### config.mk
export PLATFORM = sky130hd
export DESIGN_NAME = clock_calendar_with_zone_shift_unit
export DESIGN_NICKNAME = d
export VERILOG_FILES = /design/src/hw/rtl/ccz_pkg.sv /design/src/hw/rtl/ccz_zone_shift.sv /design/src/hw/rtl/ccz_core.sv /design/src/hw/rtl/clock_calendar_with_zone_shift_unit.sv
export SDC_FILE = /design/constraint.sdc
export NUM_CORES = 1
export LEC_CHECK = 0
export BUFFER_PORTS_ARGS = -buffer_cell sky130_fd_sc_hd__buf_2
export CELL_PAD_IN_SITES_DETAIL_PLACEMENT = 1
export CELL_PAD_IN_SITES_GLOBAL_PLACEMENT = 2
export CORE_MARGIN = 3
export CORE_UTILIZATION = 35
export CTS_CLUSTER_SIZE = 14
export DETAILED_ROUTE_END_ITERATION = 8
export PLACE_DENSITY_LB_ADDON = 0.25
export SYNTH_ARGS = -nofsm -noshare
export SYNTH_HDL_FRONTEND = slang
export SYNTH_HIERARCHICAL = 1
export SYNTH_SLANG_ARGS = --single-unit
### constraint.sdc
create_clock -name clk -period 13.15 [get_ports clk]
set_clock_uncertainty 0.1 [all_clocks]
set_input_delay 2.63 -clock clk [delete_from_list [all_inputs] [get_ports clk]]
set_output_delay 2.63 -clock clk [all_outputs]
set_load 0.005 [all_outputs]
### src/hw/rtl/ccz_pkg.sv
// Shared types and constants for the clock calendar with zone shift.
package ccz_pkg;

  // Item kinds carried on the input tuser bit
  localparam logic MODE_TICK = 1'b0;
  localparam logic MODE_SET  = 1'b1;

  // Calendar limits
  localparam logic [13:0] YEAR_MAX      = 14'd9999;
  localparam logic [3:0]  MONTH_JAN     = 4'd1;
  localparam logic [3:0]  MONTH_FEB     = 4'd2;
  localparam logic [3:0]  MONTH_DEC     = 4'd12;
  localparam logic [2:0]  WEEKDAY_MON   = 3'd1;
  localparam logic [2:0]  WEEKDAY_SUN   = 3'd7;
  localparam logic [4:0]  LAST_HOUR     = 5'd23;
  localparam logic [5:0]  LAST_MIN_SEC  = 6'd59;

  // Zone offsets after reset, 5-bit two's complement hours
  localparam logic [4:0] OFFSET_FIRST_RST  = 5'd2;
  localparam logic [4:0] OFFSET_SECOND_RST = 5'b11100;

  // Hour and date fields that a zone shift moves
  typedef struct packed {
    logic [4:0]  hour;
    logic [4:0]  day;
    logic [3:0]  month;
    logic [13:0] year;
    logic [2:0]  weekday;
  } cal_t;

  // One input item
  typedef struct packed {
    logic        mode;
    logic        button_pressed;
    logic [4:0]  set_hours;
    logic [5:0]  set_minutes;
    logic [5:0]  set_seconds;
    logic [4:0]  set_day;
    logic [3:0]  set_month;
    logic [13:0] set_year;
    logic [2:0]  set_weekday;
    logic [4:0]  set_reference_zone;
  } item_t;

  // One result item
  typedef struct packed {
    logic [4:0]  hours;
    logic [5:0]  minutes;
    logic [5:0]  seconds;
    logic [4:0]  day;
    logic [3:0]  month;
    logic [13:0] year;
    logic [2:0]  weekday;
    logic        zone_is_second;
    logic        led_on;
    logic        second_event;
  } result_t;

endpackage

### src/hw/rtl/ccz_zone_shift.sv
// Zone shift: moves the hours by an offset difference and carries up to two days.
module ccz_zone_shift (
  input  ccz_pkg::cal_t base,
  input  logic [5:0]    diff,    // two's complement, -31 to +31 hours
  output ccz_pkg::cal_t shifted
);

  // Leap year test; the hundreds quotient comes from a reciprocal multiply
  function automatic logic is_leap(input logic [13:0] y);
    logic [26:0] prod;
    logic [7:0]  q;
    logic [13:0] rem;
    logic        div100;
    prod   = 27'(y) * 27'd5243;
    q      = prod[26:19];
    rem    = y - 14'(q) * 14'd100;
    div100 = (rem == 14'd0);
    return ((y[1:0] == 2'b00) && !div100) || (div100 && (q[1:0] == 2'b00));
  endfunction

  // Length of a month; anything outside January to December counts 31 days
  function automatic logic [4:0] month_days(input logic [3:0] m, input logic lp);
    logic [4:0] d;
    unique case (m)
      ccz_pkg::MONTH_FEB:            d = lp ? 5'd29 : 5'd28;
      4'd4, 4'd6, 4'd9, 4'd11:       d = 5'd30;
      default:                       d = 5'd31;
    endcase
    return d;
  endfunction

  // Step one day back, borrowing from month and year
  function automatic ccz_pkg::cal_t day_back(input ccz_pkg::cal_t c, input logic lp);
    ccz_pkg::cal_t r;
    r = c;
    if (c.day <= 5'd1) begin
      if (c.month <= ccz_pkg::MONTH_JAN) begin
        r.month = ccz_pkg::MONTH_DEC;
        r.year  = (c.year == 14'd0) ? ccz_pkg::YEAR_MAX : c.year - 14'd1;
      end else begin
        r.month = c.month - 4'd1;
      end
      r.day = month_days(r.month, lp);
    end else begin
      r.day = c.day - 5'd1;
    end
    r.weekday = (c.weekday <= ccz_pkg::WEEKDAY_MON) ? ccz_pkg::WEEKDAY_SUN
                                                    : c.weekday - 3'd1;
    return r;
  endfunction

  // Step one day forward, carrying into month and year
  function automatic ccz_pkg::cal_t day_fwd(input ccz_pkg::cal_t c, input logic lp);
    ccz_pkg::cal_t r;
    logic [5:0]    dn;
    r  = c;
    dn = {1'b0, c.day} + 6'd1;
    if (dn > {1'b0, month_days(c.month, lp)}) begin
      r.day = 5'd1;
      if (c.month >= ccz_pkg::MONTH_DEC) begin
        r.month = ccz_pkg::MONTH_JAN;
        r.year  = (c.year >= ccz_pkg::YEAR_MAX) ? 14'd0 : c.year + 14'd1;
      end else begin
        r.month = c.month + 4'd1;
      end
    end else begin
      r.day = dn[4:0];
    end
    r.weekday = ((c.weekday == 3'd0) || (c.weekday >= ccz_pkg::WEEKDAY_SUN))
                ? ccz_pkg::WEEKDAY_MON : c.weekday + 3'd1;
    return r;
  endfunction

  logic signed [6:0] h_raw;
  logic signed [6:0] h_adj;
  logic              leap_base;
  ccz_pkg::cal_t     back1, back2, fwd1, fwd2;

  // Raw shifted hour, -31 to 62
  assign h_raw = $signed({2'b00, base.hour}) + $signed({diff[5], diff});

  // A year change in the first step leaves the second step in December or
  // January, so only the leap flag of the starting year is ever needed
  assign leap_base = is_leap(base.year);
  assign back1     = day_back(base, leap_base);
  assign back2     = day_back(back1, leap_base);
  assign fwd1      = day_fwd(base, leap_base);
  assign fwd2      = day_fwd(fwd1, leap_base);

  // Pick the number of days carried from the raw hour
  always_comb begin
    shifted = base;
    h_adj   = h_raw;
    priority if (h_raw < -7'sd24) begin
      shifted = back2;
      h_adj   = h_raw + 7'sd48;
    end else if (h_raw < 7'sd0) begin
      shifted = back1;
      h_adj   = h_raw + 7'sd24;
    end else if (h_raw >= 7'sd48) begin
      shifted = fwd2;
      h_adj   = h_raw - 7'sd48;
    end else if (h_raw >= 7'sd24) begin
      shifted = fwd1;
      h_adj   = h_raw - 7'sd24;
    end else begin
      shifted = base;
      h_adj   = h_raw;
    end
    shifted.hour = h_adj[4:0];
  end

endmodule

### src/hw/rtl/ccz_core.sv
// Timekeeping state and the single-pass update for one tick or set item.
module ccz_core #(
  parameter int TICKS_PER_SECOND = 100,
  parameter int LED_ON_TICKS     = 20,
  parameter int POLL_INTERVAL    = 50
) (
  input  logic             clk,
  input  logic             rst_n,
  input  logic             fire,
  input  ccz_pkg::item_t   item,
  output ccz_pkg::result_t res
);

  localparam int TICK_SPAN = (TICKS_PER_SECOND > LED_ON_TICKS) ? TICKS_PER_SECOND
                                                                : LED_ON_TICKS;
  localparam int TW = $clog2(TICK_SPAN + 1);
  localparam int PW = (POLL_INTERVAL > 1) ? $clog2(POLL_INTERVAL + 1) : 1;

  logic [TW-1:0] tick_r, tick_nxt, tick_inc;
  logic [PW-1:0] poll_r, poll_nxt;
  logic          led_r, led_nxt;
  logic [5:0]    sec_r, sec_nxt;
  logic [5:0]    min_r, min_nxt;
  ccz_pkg::cal_t cal_r, cal_nxt;
  logic          zone_r, zone_nxt;
  logic [4:0]    cur_r, cur_nxt;
  logic [4:0]    first_r, first_nxt;
  logic [4:0]    second_r, second_nxt;
  logic [4:0]    last_r, last_nxt;

  logic          toggle;
  logic          sec_evt;
  logic [4:0]    tick_target;
  logic [4:0]    ref_delta;
  logic [4:0]    set_target;
  ccz_pkg::cal_t set_cal;
  ccz_pkg::cal_t sh_base, sh_out;
  logic [5:0]    sh_diff;
  ccz_pkg::cal_t cal_mid;

  assign tick_inc = tick_r + TW'(1);

  // Button poll, zone targets and the shared shift operands
  always_comb begin
    toggle      = 1'b0;
    poll_nxt    = poll_r;
    if (poll_r != '0) begin
      poll_nxt = poll_r - PW'(1);
    end else begin
      poll_nxt = PW'(POLL_INTERVAL);
      toggle   = item.button_pressed;
    end
    zone_nxt    = zone_r ^ toggle;
    tick_target = zone_nxt ? second_r : first_r;

    // Reference zone change moves every offset by the same amount
    ref_delta   = item.set_reference_zone - last_r;
    set_target  = cur_r + ref_delta;

    set_cal.hour    = item.set_hours;
    set_cal.day     = item.set_day;
    set_cal.month   = item.set_month;
    set_cal.year    = item.set_year;
    set_cal.weekday = item.set_weekday;

    unique case (item.mode)
      ccz_pkg::MODE_SET: begin
        sh_base = set_cal;
        sh_diff = {set_target[4], set_target}
                - {item.set_reference_zone[4], item.set_reference_zone};
      end
      default: begin
        sh_base = cal_r;
        sh_diff = {tick_target[4], tick_target} - {cur_r[4], cur_r};
      end
    endcase
  end

  ccz_zone_shift u_shift (
    .base    (sh_base),
    .diff    (sh_diff),
    .shifted (sh_out)
  );

  // Next state for the item
  always_comb begin
    tick_nxt   = tick_r;
    led_nxt    = led_r;
    sec_nxt    = sec_r;
    min_nxt    = min_r;
    cal_nxt    = cal_r;
    cur_nxt    = cur_r;
    first_nxt  = first_r;
    second_nxt = second_r;
    last_nxt   = last_r;
    sec_evt    = 1'b0;
    cal_mid    = cal_r;

    unique case (item.mode)
      ccz_pkg::MODE_SET: begin
        // Load, then show in the selected zone
        tick_nxt   = '0;
        sec_nxt    = item.set_seconds;
        min_nxt    = item.set_minutes;
        cal_nxt    = sh_out;
        first_nxt  = first_r + ref_delta;
        second_nxt = second_r + ref_delta;
        last_nxt   = item.set_reference_zone;
        cur_nxt    = set_target;
      end
      default: begin
        // Sub-second count and LED
        if (tick_inc >= TW'(TICKS_PER_SECOND)) begin
          tick_nxt = '0;
          sec_evt  = 1'b1;
          led_nxt  = 1'b1;
        end else begin
          tick_nxt = tick_inc;
          if (tick_inc == TW'(LED_ON_TICKS)) begin
            led_nxt = 1'b0;
          end
        end

        // Zone toggle from the button poll
        if (toggle) begin
          cal_mid = sh_out;
          cur_nxt = tick_target;
        end
        cal_nxt = cal_mid;

        // Advance the time of day; hours wrap without a date change
        if (sec_evt) begin
          if (sec_r >= ccz_pkg::LAST_MIN_SEC) begin
            sec_nxt = 6'd0;
            if (min_r >= ccz_pkg::LAST_MIN_SEC) begin
              min_nxt      = 6'd0;
              cal_nxt.hour = (cal_mid.hour >= ccz_pkg::LAST_HOUR) ? 5'd0
                                                                 : cal_mid.hour + 5'd1;
            end else begin
              min_nxt = min_r + 6'd1;
            end
          end else begin
            sec_nxt = sec_r + 6'd1;
          end
        end
      end
    endcase
  end

  // Result for the item, taken from the updated state
  always_comb begin
    res.hours          = cal_nxt.hour;
    res.minutes        = min_nxt;
    res.seconds        = sec_nxt;
    res.day            = cal_nxt.day;
    res.month          = cal_nxt.month;
    res.year           = cal_nxt.year;
    res.weekday        = cal_nxt.weekday;
    res.zone_is_second = (item.mode == ccz_pkg::MODE_SET) ? zone_r : zone_nxt;
    res.led_on         = led_nxt;
    res.second_event   = sec_evt;
  end

  // State registers, updated once per item; poll, LED and zone on tick items only
  always_ff @(posedge clk) begin
    if (!rst_n) begin
      tick_r   <= '0;
      poll_r   <= PW'(POLL_INTERVAL);
      led_r    <= 1'b0;
      sec_r    <= '0;
      min_r    <= '0;
      cal_r    <= '0;
      zone_r   <= 1'b0;
      cur_r    <= ccz_pkg::OFFSET_FIRST_RST;
      first_r  <= ccz_pkg::OFFSET_FIRST_RST;
      second_r <= ccz_pkg::OFFSET_SECOND_RST;
      last_r   <= ccz_pkg::OFFSET_FIRST_RST;
    end else if (fire) begin
      tick_r   <= tick_nxt;
      sec_r    <= sec_nxt;
      min_r    <= min_nxt;
      cal_r    <= cal_nxt;
      cur_r    <= cur_nxt;
      first_r  <= first_nxt;
      second_r <= second_nxt;
      last_r   <= last_nxt;
      if (item.mode == ccz_pkg::MODE_TICK) begin
        poll_r <= poll_nxt;
        led_r  <= led_nxt;
        zone_r <= zone_nxt;
      end
    end
  end

endmodule

### src/hw/rtl/clock_calendar_with_zone_shift_unit.sv
// Top level: stream ports, input and result registers around the clock core.
//
//   channel  | direction | transfer
//   ---------+-----------+-------------------------------------------
//   in_*     | slave     | one tick (tuser 0) or one set item (tuser 1)
//   out_*    | master    | one result per input item
//
// An item is registered on arrival, processed when the result register is free
// or draining, and its result registered; one item per cycle while not stalled.
// The throughput is set by the single combinational pass through the core,
// whose longest path is the zone shift with its two chained day steps.
// Reset clears the clock to zero, the zone to the first one and the handshake.
// A stalled result holds the core; the input register still takes one item.
module clock_calendar_with_zone_shift_unit #(
  parameter int TICKS_PER_SECOND = 100,
  parameter int LED_ON_TICKS     = 20,
  parameter int POLL_INTERVAL    = 50
) (
  input  logic        clk,
  input  logic        rst_n,

  input  logic        in_tvalid,
  output logic        in_tready,
  // button_pressed[0], set_hours[5:1], set_minutes[11:6], set_seconds[17:12],
  // set_day[22:18], set_month[26:23], set_year[40:27], set_weekday[43:41],
  // set_reference_zone[48:44], zero[55:49]
  input  logic [55:0] in_tdata,
  // mode[0]
  input  logic        in_tuser,

  output logic        out_tvalid,
  input  logic        out_tready,
  // hours[4:0], minutes[10:5], seconds[16:11], day[21:17], month[25:22],
  // year[39:26], weekday[42:40], zone_is_second[43], led_on[44],
  // second_event[45], zero[47:46]
  output logic [47:0] out_tdata
);

  logic             in_v_r;
  ccz_pkg::item_t   item_r;
  logic             out_v_r;
  ccz_pkg::result_t res_r;
  ccz_pkg::result_t res_nxt;
  logic             fire;
  logic             in_xfer;

  // Process when an item waits and the result register is free or draining
  assign fire      = in_v_r && (!out_v_r || out_tready);
  assign in_tready = !in_v_r || fire;
  assign in_xfer   = in_tvalid && in_tready;

  // Input register valid
  always_ff @(posedge clk) begin
    if (!rst_n) begin
      in_v_r <= 1'b0;
    end else if (in_xfer) begin
      in_v_r <= 1'b1;
    end else if (fire) begin
      in_v_r <= 1'b0;
    end
  end

  // Input register payload
  always_ff @(posedge clk) begin
    if (in_xfer) begin
      item_r.mode               <= in_tuser;
      item_r.button_pressed     <= in_tdata[0];
      item_r.set_hours          <= in_tdata[5:1];
      item_r.set_minutes        <= in_tdata[11:6];
      item_r.set_seconds        <= in_tdata[17:12];
      item_r.set_day            <= in_tdata[22:18];
      item_r.set_month          <= in_tdata[26:23];
      item_r.set_year           <= in_tdata[40:27];
      item_r.set_weekday        <= in_tdata[43:41];
      item_r.set_reference_zone <= in_tdata[48:44];
    end
  end

  ccz_core #(
    .TICKS_PER_SECOND (TICKS_PER_SECOND),
    .LED_ON_TICKS     (LED_ON_TICKS),
    .POLL_INTERVAL    (POLL_INTERVAL)
  ) u_core (
    .clk   (clk),
    .rst_n (rst_n),
    .fire  (fire),
    .item  (item_r),
    .res   (res_nxt)
  );

  // Result register valid
  always_ff @(posedge clk) begin
    if (!rst_n) begin
      out_v_r <= 1'b0;
    end else if (fire) begin
      out_v_r <= 1'b1;
    end else if (out_tready) begin
      out_v_r <= 1'b0;
    end
  end

  // Result register payload
  always_ff @(posedge clk) begin
    if (fire) begin
      res_r <= res_nxt;
    end
  end

  assign out_tvalid = out_v_r;
  assign out_tdata  = {2'b00,
                       res_r.second_event,
                       res_r.led_on,
                       res_r.zone_is_second,
                       res_r.weekday,
                       res_r.year,
                       res_r.month,
                       res_r.day,
                       res_r.seconds,
                       res_r.minutes,
                       res_r.hours};

endmodule

Word level (Yosys, flattened, before mapping)
Cells that the tools add are included.
{"block": "op_classes", "n_mux": 72, "eq_ne": 21, "multipliers": 2, "n_lt_le_gt_ge": 22, "bitwise_logic": 2, "addsub": 33, "n_reduce_logical": 30}
{"op": "$mux W31", "count": 4}
{"op": "$mux W14", "count": 8}
{"op": "$mux W26", "count": 4}
{"op": "$mux W5", "count": 15}
{"op": "$mux W18", "count": 4}
{"op": "$mux W6", "count": 9}
{"op": "$logic_not A14 Y1", "count": 3}
{"op": "$eq A4 B3 Y1 const B", "count": 8}
{"op": "$eq A4 B4 Y1 const B", "count": 8}
{"op": "$add A14 B1 Y14 const B", "count": 2}
{"op": "$ge A14 B14 Y1 const B", "count": 2}
{"op": "$sub A14 B1 Y14 const B", "count": 2}
{"op": "$mul A14 B13 Y27 const B", "count": 1}
{"op": "$mux W4", "count": 6}
{"op": "$eq A4 B2 Y1 const B", "count": 4}
{"op": "$pmux W2 S2", "count": 4}
{"op": "$reduce_or A4 Y1", "count": 4}
{"op": "$add A5 B5 Y5", "count": 3}
{"op": "$ge A7 B7 Y1 const B", "count": 2}
{"op": "$mux W7", "count": 2}
{"op": "$sub A14 B14 Y14", "count": 1}
{"op": "$add A5 B1 Y6 const B", "count": 2}
{"op": "$add A6 B1 Y6 const B", "count": 2}
{"op": "$ge A6 B6 Y1 const B", "count": 2}
{"op": "other kinds (39)", "count": 80}
{"block": "word_totals", "output_inout_bits": 50, "elab_cells": 219, "input_bits": 61, "register_bits": 176}

Longest topological paths before layout
{"block": "logic_depth", "depth_word": 28, "ltp_mapped": 71}

By module
The synthesis kept the hierarchy.
{"mod": "ccz_zone_shift", "seq_area_each_um2": 0.0, "instances": 1, "cells_each": 1259, "area_per_inst_um2": 9346.5}
{"mod": "ccz_core", "seq_area_each_um2": 1561.5, "instances": 1, "cells_each": 711, "area_per_inst_um2": 5743.0}
{"mod": "clock_calendar_with_zone_shift_unit", "seq_area_each_um2": 2922.8, "instances": 1, "cells_each": 108, "area_per_inst_um2": 3005.4}

Worst setup path before layout
Ideal clock, no wire load.
{"block": "synth_timing", "path_type": "flip-flop to flip-flop", "from": "reg item_r[49] (netlist bit)", "to": "reg res_r (netlist bit out_tdata[36]) (data pin)", "stages_incl_launch_ff": 70, "required_time_ns": 12.790, "n_path_buf": 3, "arrival_time_ns": 14.070, "setup_time_ns": 0.260, "setup_slack_ns": -1.280, "cell_sequence": "edfxtp_1 -> clkbuf_1 -> clkbuf_1 -> mux2_2 -> clkbuf_1 -> inv_1 -> fa_1 -> inv_1 -> ha_1 -> fa_1 -> inv_1 -> fa_1 -> fa_1 -> inv_1 -> ha_1 -> a21oi_1 -> o21ai_0 -> and3_1 -> [34 not listed] -> inv_1 -> ha_1 -> o21ai_0 -> mux2_2 -> ha_1 -> nand2_1 -> o21ai_0 -> or3_1 -> a21oi_1 -> a31oi_1 -> a211oi_4 -> nand2_2 -> nor4b_2 -> or4b_1 -> xor2_1 -> o221ai_2 -> a21boi_2 -> mux2_2"}
{"element": "start: declaration", "line": "clock_calendar_with_zone_shift_unit.sv:40", "text": "ccz_pkg::item_t item_r;"}
{"element": "end signal: assignment", "line": "clock_calendar_with_zone_shift_unit.sv:105", "text": "res_r <= res_nxt;"}
{"element": "end: declaration", "line": "clock_calendar_with_zone_shift_unit.sv:42", "text": "ccz_pkg::result_t res_r;"}

==> flow_summary.html <==
<table>
<tr><th>Metric</th><th>Value</th></tr>
<tr><th colspan="2">Power</th></tr>
<tr><td>Share of total power in the clock network</td><td>0.075</td></tr>
<tr><td>Sw Share</td><td>0.475</td></tr>
<tr><td>Net switching power of the design</td><td>0.00332 W</td></tr>
<tr><td>Leakage power</td><td>9.95 nW</td></tr>
<tr><td>PwrDens</td><td>313 mW/mm²</td></tr>
<tr><td>Internal power</td><td>approximately 0.0037 W</td></tr>
<tr><td>Combinational cell fraction of total power</td><td>0.829</td></tr>
<tr><td>VDD IR-drop max</td><td>0.000429 V</td></tr>
<tr><td>Fraction of power consumed by sequential logic</td><td>0.096</td></tr>
<tr><td>Overall power after layout</td><td>around 0.007 W</td></tr>
<tr><th colspan="2">Status</th></tr>
<tr><td>Failing checks</td><td>setup timing</td></tr>
<tr><td>Outcome</td><td>complete, but fails checks</td></tr>
<tr><th colspan="2">Synth</th></tr>
<tr><td>Leading cell types by total area after synthesis</td><td>sky130_fd_sc_hd__edfxtp_1 16%, sky130_fd_sc_hd__ha_1 16%, sky130_fd_sc_hd__dfxtp_1 8.9%</td></tr>
<tr><td>Cells after Synth</td><td>2,078</td></tr>
<tr><td>Flip-flop and latch count after synthesis</td><td>approximately 180</td></tr>
<tr><td>Number of enable flip-flop cells after synthesis</td><td>between 90 and 100</td></tr>
<tr><td>Share of Yosys cell area claimed by the top area cell type</td><td>0.159</td></tr>
<tr><td>Netlist area before placement</td><td>0.0181 mm²</td></tr>
<tr><td>Yosys warns</td><td>6</td></tr>
<tr><td>Cell taking the most area after synthesis</td><td>sky130_fd_sc_hd__edfxtp_1</td></tr>
<tr><td>Synth cell types</td><td>114</td></tr>
<tr><td>Share of the yosys chip area belonging to registers</td><td>0.248</td></tr>
<tr><td>Most used flip-flop cell after synthesis</td><td>sky130_fd_sc_hd__edfxtp_1</td></tr>
<tr><td>Mean post-synth cell area</td><td>8.71 µm²</td></tr>
<tr><td>Share of synthesized registers carrying an async set or reset</td><td>0</td></tr>
<tr><th colspan="2">Die</th></tr>
<tr><td>Core Box Area</td><td>0.0506 mm²</td></tr>
<tr><td>Boundary Pins</td><td>111</td></tr>
<tr><td>Full die area</td><td>approximately 0.054 mm²</td></tr>
<tr><td>Horizontal die dimension</td><td>233 µm</td></tr>
<tr><td>Die height</td><td>233 µm</td></tr>
<tr><td>Row count</td><td>82</td></tr>
<tr><td>Initial core utilization</td><td>0.358</td></tr>
<tr><th colspan="2">CTS</th></tr>
<tr><td>Clk sink count</td><td>about 180</td></tr>
<tr><td>Number of levels the H-tree was split into</td><td>4</td></tr>
<tr><td>Clock network latency to the later pin of the worst-skew pair</td><td>0.45 ns</td></tr>
<tr><td>Clock-pin slew on the worst setup and hold paths</td><td>0.08 ns</td></tr>
<tr><td>Max clock buf depth</td><td>2</td></tr>
<tr><td>Clock tree root driver cell</td><td>sky130_fd_sc_hd__clkbuf_16</td></tr>
<tr><td>TritonCTS clock tree</td><td>yes</td></tr>
<tr><td>Total CTS buffers</td><td>17</td></tr>
<tr><th colspan="2">Cells and area</th></tr>
<tr><td>Most frequent standard cell in the layout excluding fill and tap cells</td><td>sky130_fd_sc_hd__nand2_1</td></tr>
<tr><td>Final Non-Filler Cells</td><td>around 3,000</td></tr>
<tr><td>Top library cells by usage in the layout, fill and taps aside</td><td>226 x sky130_fd_sc_hd__nand2_1, 219 x sky130_fd_sc_hd__buf_4, 213 x sky130_fd_sc_hd__ha_1</td></tr>
<tr><td># fillers</td><td>5,959</td></tr>
<tr><td>Post-route design area</td><td>0.0223 mm²</td></tr>
<tr><td>Share of post-route cells with drive strength above 1</td><td>0.258</td></tr>
<tr><td>Antenna diode instance count</td><td>0</td></tr>
<tr><td>Area added between synthesis and finish</td><td>23.4%</td></tr>
<tr><td>Total Nets Final</td><td>between 2,000 and 3,000</td></tr>
<tr><th colspan="2">Placement</th></tr>
<tr><td>Total instance count after detailed placement</td><td>2,970</td></tr>
<tr><td>Placer congestion estimate</td><td>0.895</td></tr>
<tr><td>Half-perimeter wire length of the detailed placement result</td><td>roughly 47,000 µm</td></tr>
<tr><td>Placed cell areas</td><td>0.0209 mm²</td></tr>
<tr><td>Post-Place Setup Slack</td><td>-1.28 ns</td></tr>
<tr><td>Count of port buffers added during placement</td><td>101</td></tr>
<tr><th colspan="2">Critical path</th></tr>
<tr><td>Slowest stage delay, CP</td><td>0.52 ns</td></tr>
<tr><td>Critical Path Sink Type</td><td>flip-flop</td></tr>
<tr><td>Crit path DAT</td><td>14.43 ns</td></tr>
<tr><td>Worst setup path category</td><td>reg -&gt; reg</td></tr>
<tr><td>Worst-path fanout max</td><td>7</td></tr>
<tr><td>Required arrival time at the worst endpoint</td><td>about 13 ns</td></tr>
<tr><td>Type of origin of the critical path</td><td>flip-flop</td></tr>
<tr><td>FF-to-FF path depth</td><td>70</td></tr>
<tr><td>Cell type of the slowest stage on the worst timing path</td><td>sky130_fd_sc_hd__fa_1</td></tr>
<tr><th colspan="2">Timing</th></tr>
<tr><td>Peak clock frequency supported by timing</td><td>69.8 MHz</td></tr>
<tr><td>Shortest clock period the worst path allows after layout</td><td>14.32 ns</td></tr>
<tr><td>Unrepaired setup endpoints after global routing</td><td>true</td></tr>
<tr><td>Share of the clock period used by the worst path</td><td>1.09</td></tr>
<tr><td>Normalized max-slew margin</td><td>0.302</td></tr>
<tr><td>Worst setup margin</td><td>-1.17 ns</td></tr>
<tr><td>Final Hold Viols</td><td>0</td></tr>
<tr><td>Min Hold Slack</td><td>~0.36 ns</td></tr>
<tr><td>Total of endpoints with negative setup slack in the final report</td><td>44</td></tr>
<tr><td>Worst slew pin tran</td><td>1.04 ns</td></tr>
<tr><td>Pins Over Slew Limit</td><td>0</td></tr>
<tr><th colspan="2">GRT</th></tr>
<tr><td>Vias in the first global route</td><td>17,500</td></tr>
<tr><td>Pin count of the biggest net entering global routing</td><td>75</td></tr>
<tr><td>Initial antenna violation count</td><td>0</td></tr>
<tr><td>Congestion Overflow GR</td><td>0</td></tr>
<tr><td>GR Util All Layers</td><td>0.221</td></tr>
<tr><td>Global-route wire length before repair</td><td>95,600 µm</td></tr>
<tr><th colspan="2">Routing</th></tr>
<tr><td>Total wirelength of the detailed-routed design</td><td>a little over 60,000 µm</td></tr>
<tr><td>Remaining design rule violation count</td><td>0</td></tr>
<tr><td>Vias</td><td>16,600</td></tr>
<tr><td>Iteration-0 DRC count of the detailed router</td><td>875</td></tr>
<tr><td>Antenna violation net count after detailed routing</td><td>0</td></tr>
<tr><td>Number of detailed-route iterations in the first pass</td><td>5</td></tr>
<tr><td>Wire length per cell</td><td>20.1 µm</td></tr>
<tr><td>Vias per inst</td><td>approximately 5.5</td></tr>
<tr><th colspan="2">Hold path</th></tr>
<tr><td>Number of cells traversed by the worst hold path</td><td>2</td></tr>
<tr><td>Class of the tightest hold or removal check</td><td>reg -&gt; reg</td></tr>
<tr><th colspan="2">Flow run</th></tr>
<tr><td># Max-Cap Violations</td><td>0</td></tr>
</table>
-- cell usage after synthesis (all sizes together) (15+ instances only) --
cell,n
xor2,24
a21o,27
inv,195
o21ai,98
nor2,165
nand2b,15
ha,230
nor2b,20
edfxtp,96
buf,25
xnor2,63
mux2,71
o211ai,20
clkbuf,61
nand3,40
a21oi,175
and3,30
fa,73
nor4,16
a31oi,21
nand2,236
nor3,32
dfxtp,80
-- repair_timing --
action	4_1_cts	5_1_grt
setup endpoints to repair	44	46
gates resized for setup	74	67
hold buffers	0	0
pin swaps	30	19
cloned	2	0
buffers inserted	24	6
-- per-stage QoR --
stage / util / setup TNS [ns]
after floorplan: - / -0.111
after detailed placement: 0.413 / -34.90
after global routing: 0.441 / -62.23
after CTS: 0.435 / -29.69
after global placement: 0.413 / -28.83
final: 0.441 / -37.91
-- layout make-up --
type                       count  area [µm²]  area share
inverter                     196         742      0.0332
timing repair buffer         336        2390       0.107
multi-input combinational   1621       13300       0.594
clock buffer                  17         425      0.0191
sequential                   176        4480       0.201
tap                          672         841      0.0377
clock inverter                15         166     0.00745
-- critical path: cells and delay by family, from the launching register on --
family	cells	cell delay, ns
AOI/OAI and AO/OA	24	3.79
xor gates and xnor gates	2	0.28
adders and majority gates	14	4.85
buffers and inverters	14	1.55
DFF	1	0.42
muxes	3	0.93
and+or+nand+nor	13	2.11
-- per-layer routing --
metal  GRT usage  share of wire
met1       0.311           0.48
met2       0.373           0.47
met3      0.0212          0.033
met4      0.0402          0.013
met5           0              0
-- power groups by stage --
stage          Sequential (W)  Clock [W]  Combinational (W)
6_report             0.000672   0.000525            0.00579
5_1_grt              0.000677   0.000563            0.00641
4_1_cts              0.000672   0.000542            0.00557
3_5_place_dp         0.000684          0            0.00528
3_3_place_gp         0.000683          0            0.00510
2_1_floorplan        0.000677          0            0.00330
-- state kept, by name (all words and copies together) (netlist names) --
name and count:
in_v_r 1, item_r 50, out_tdata 46, out_tvalid 1, u_core/cal_r 31, u_core/cur_r 5, u_core/first_r 5, u_core/last_r 5
u_core/led_r 1, u_core/min_r 6, u_core/poll_r 6, u_core/sec_r 6, u_core/second_r 5, u_core/tick_r 7, u_core/zone_r 1
-- path summary, 6_finish.rpt --
kind | end | slack (ns) | startpoint
max reg2reg | out_tdata[32] | -1.17 | item_r[49]
min reg2reg | u_core/last_r[2] | 0.36 | u_core/last_r[2]
min | u_core/last_r[2] | 0.36 | u_core/last_r[2]
max | out_tdata[32] | -1.17 | item_r[49]
-- kinds of logic after synthesis --
group / synth area share
and+or+nand+nor: 0.167
AOI/OAI and AO/OA: 0.186
adders and majority gates: 0.240
buffers and inverters: 0.0624
DFF: 0.248
xor gates and xnor gates: 0.0446
muxes: 0.0518
other: 0.000207
(Power assumes the default switching activity.)
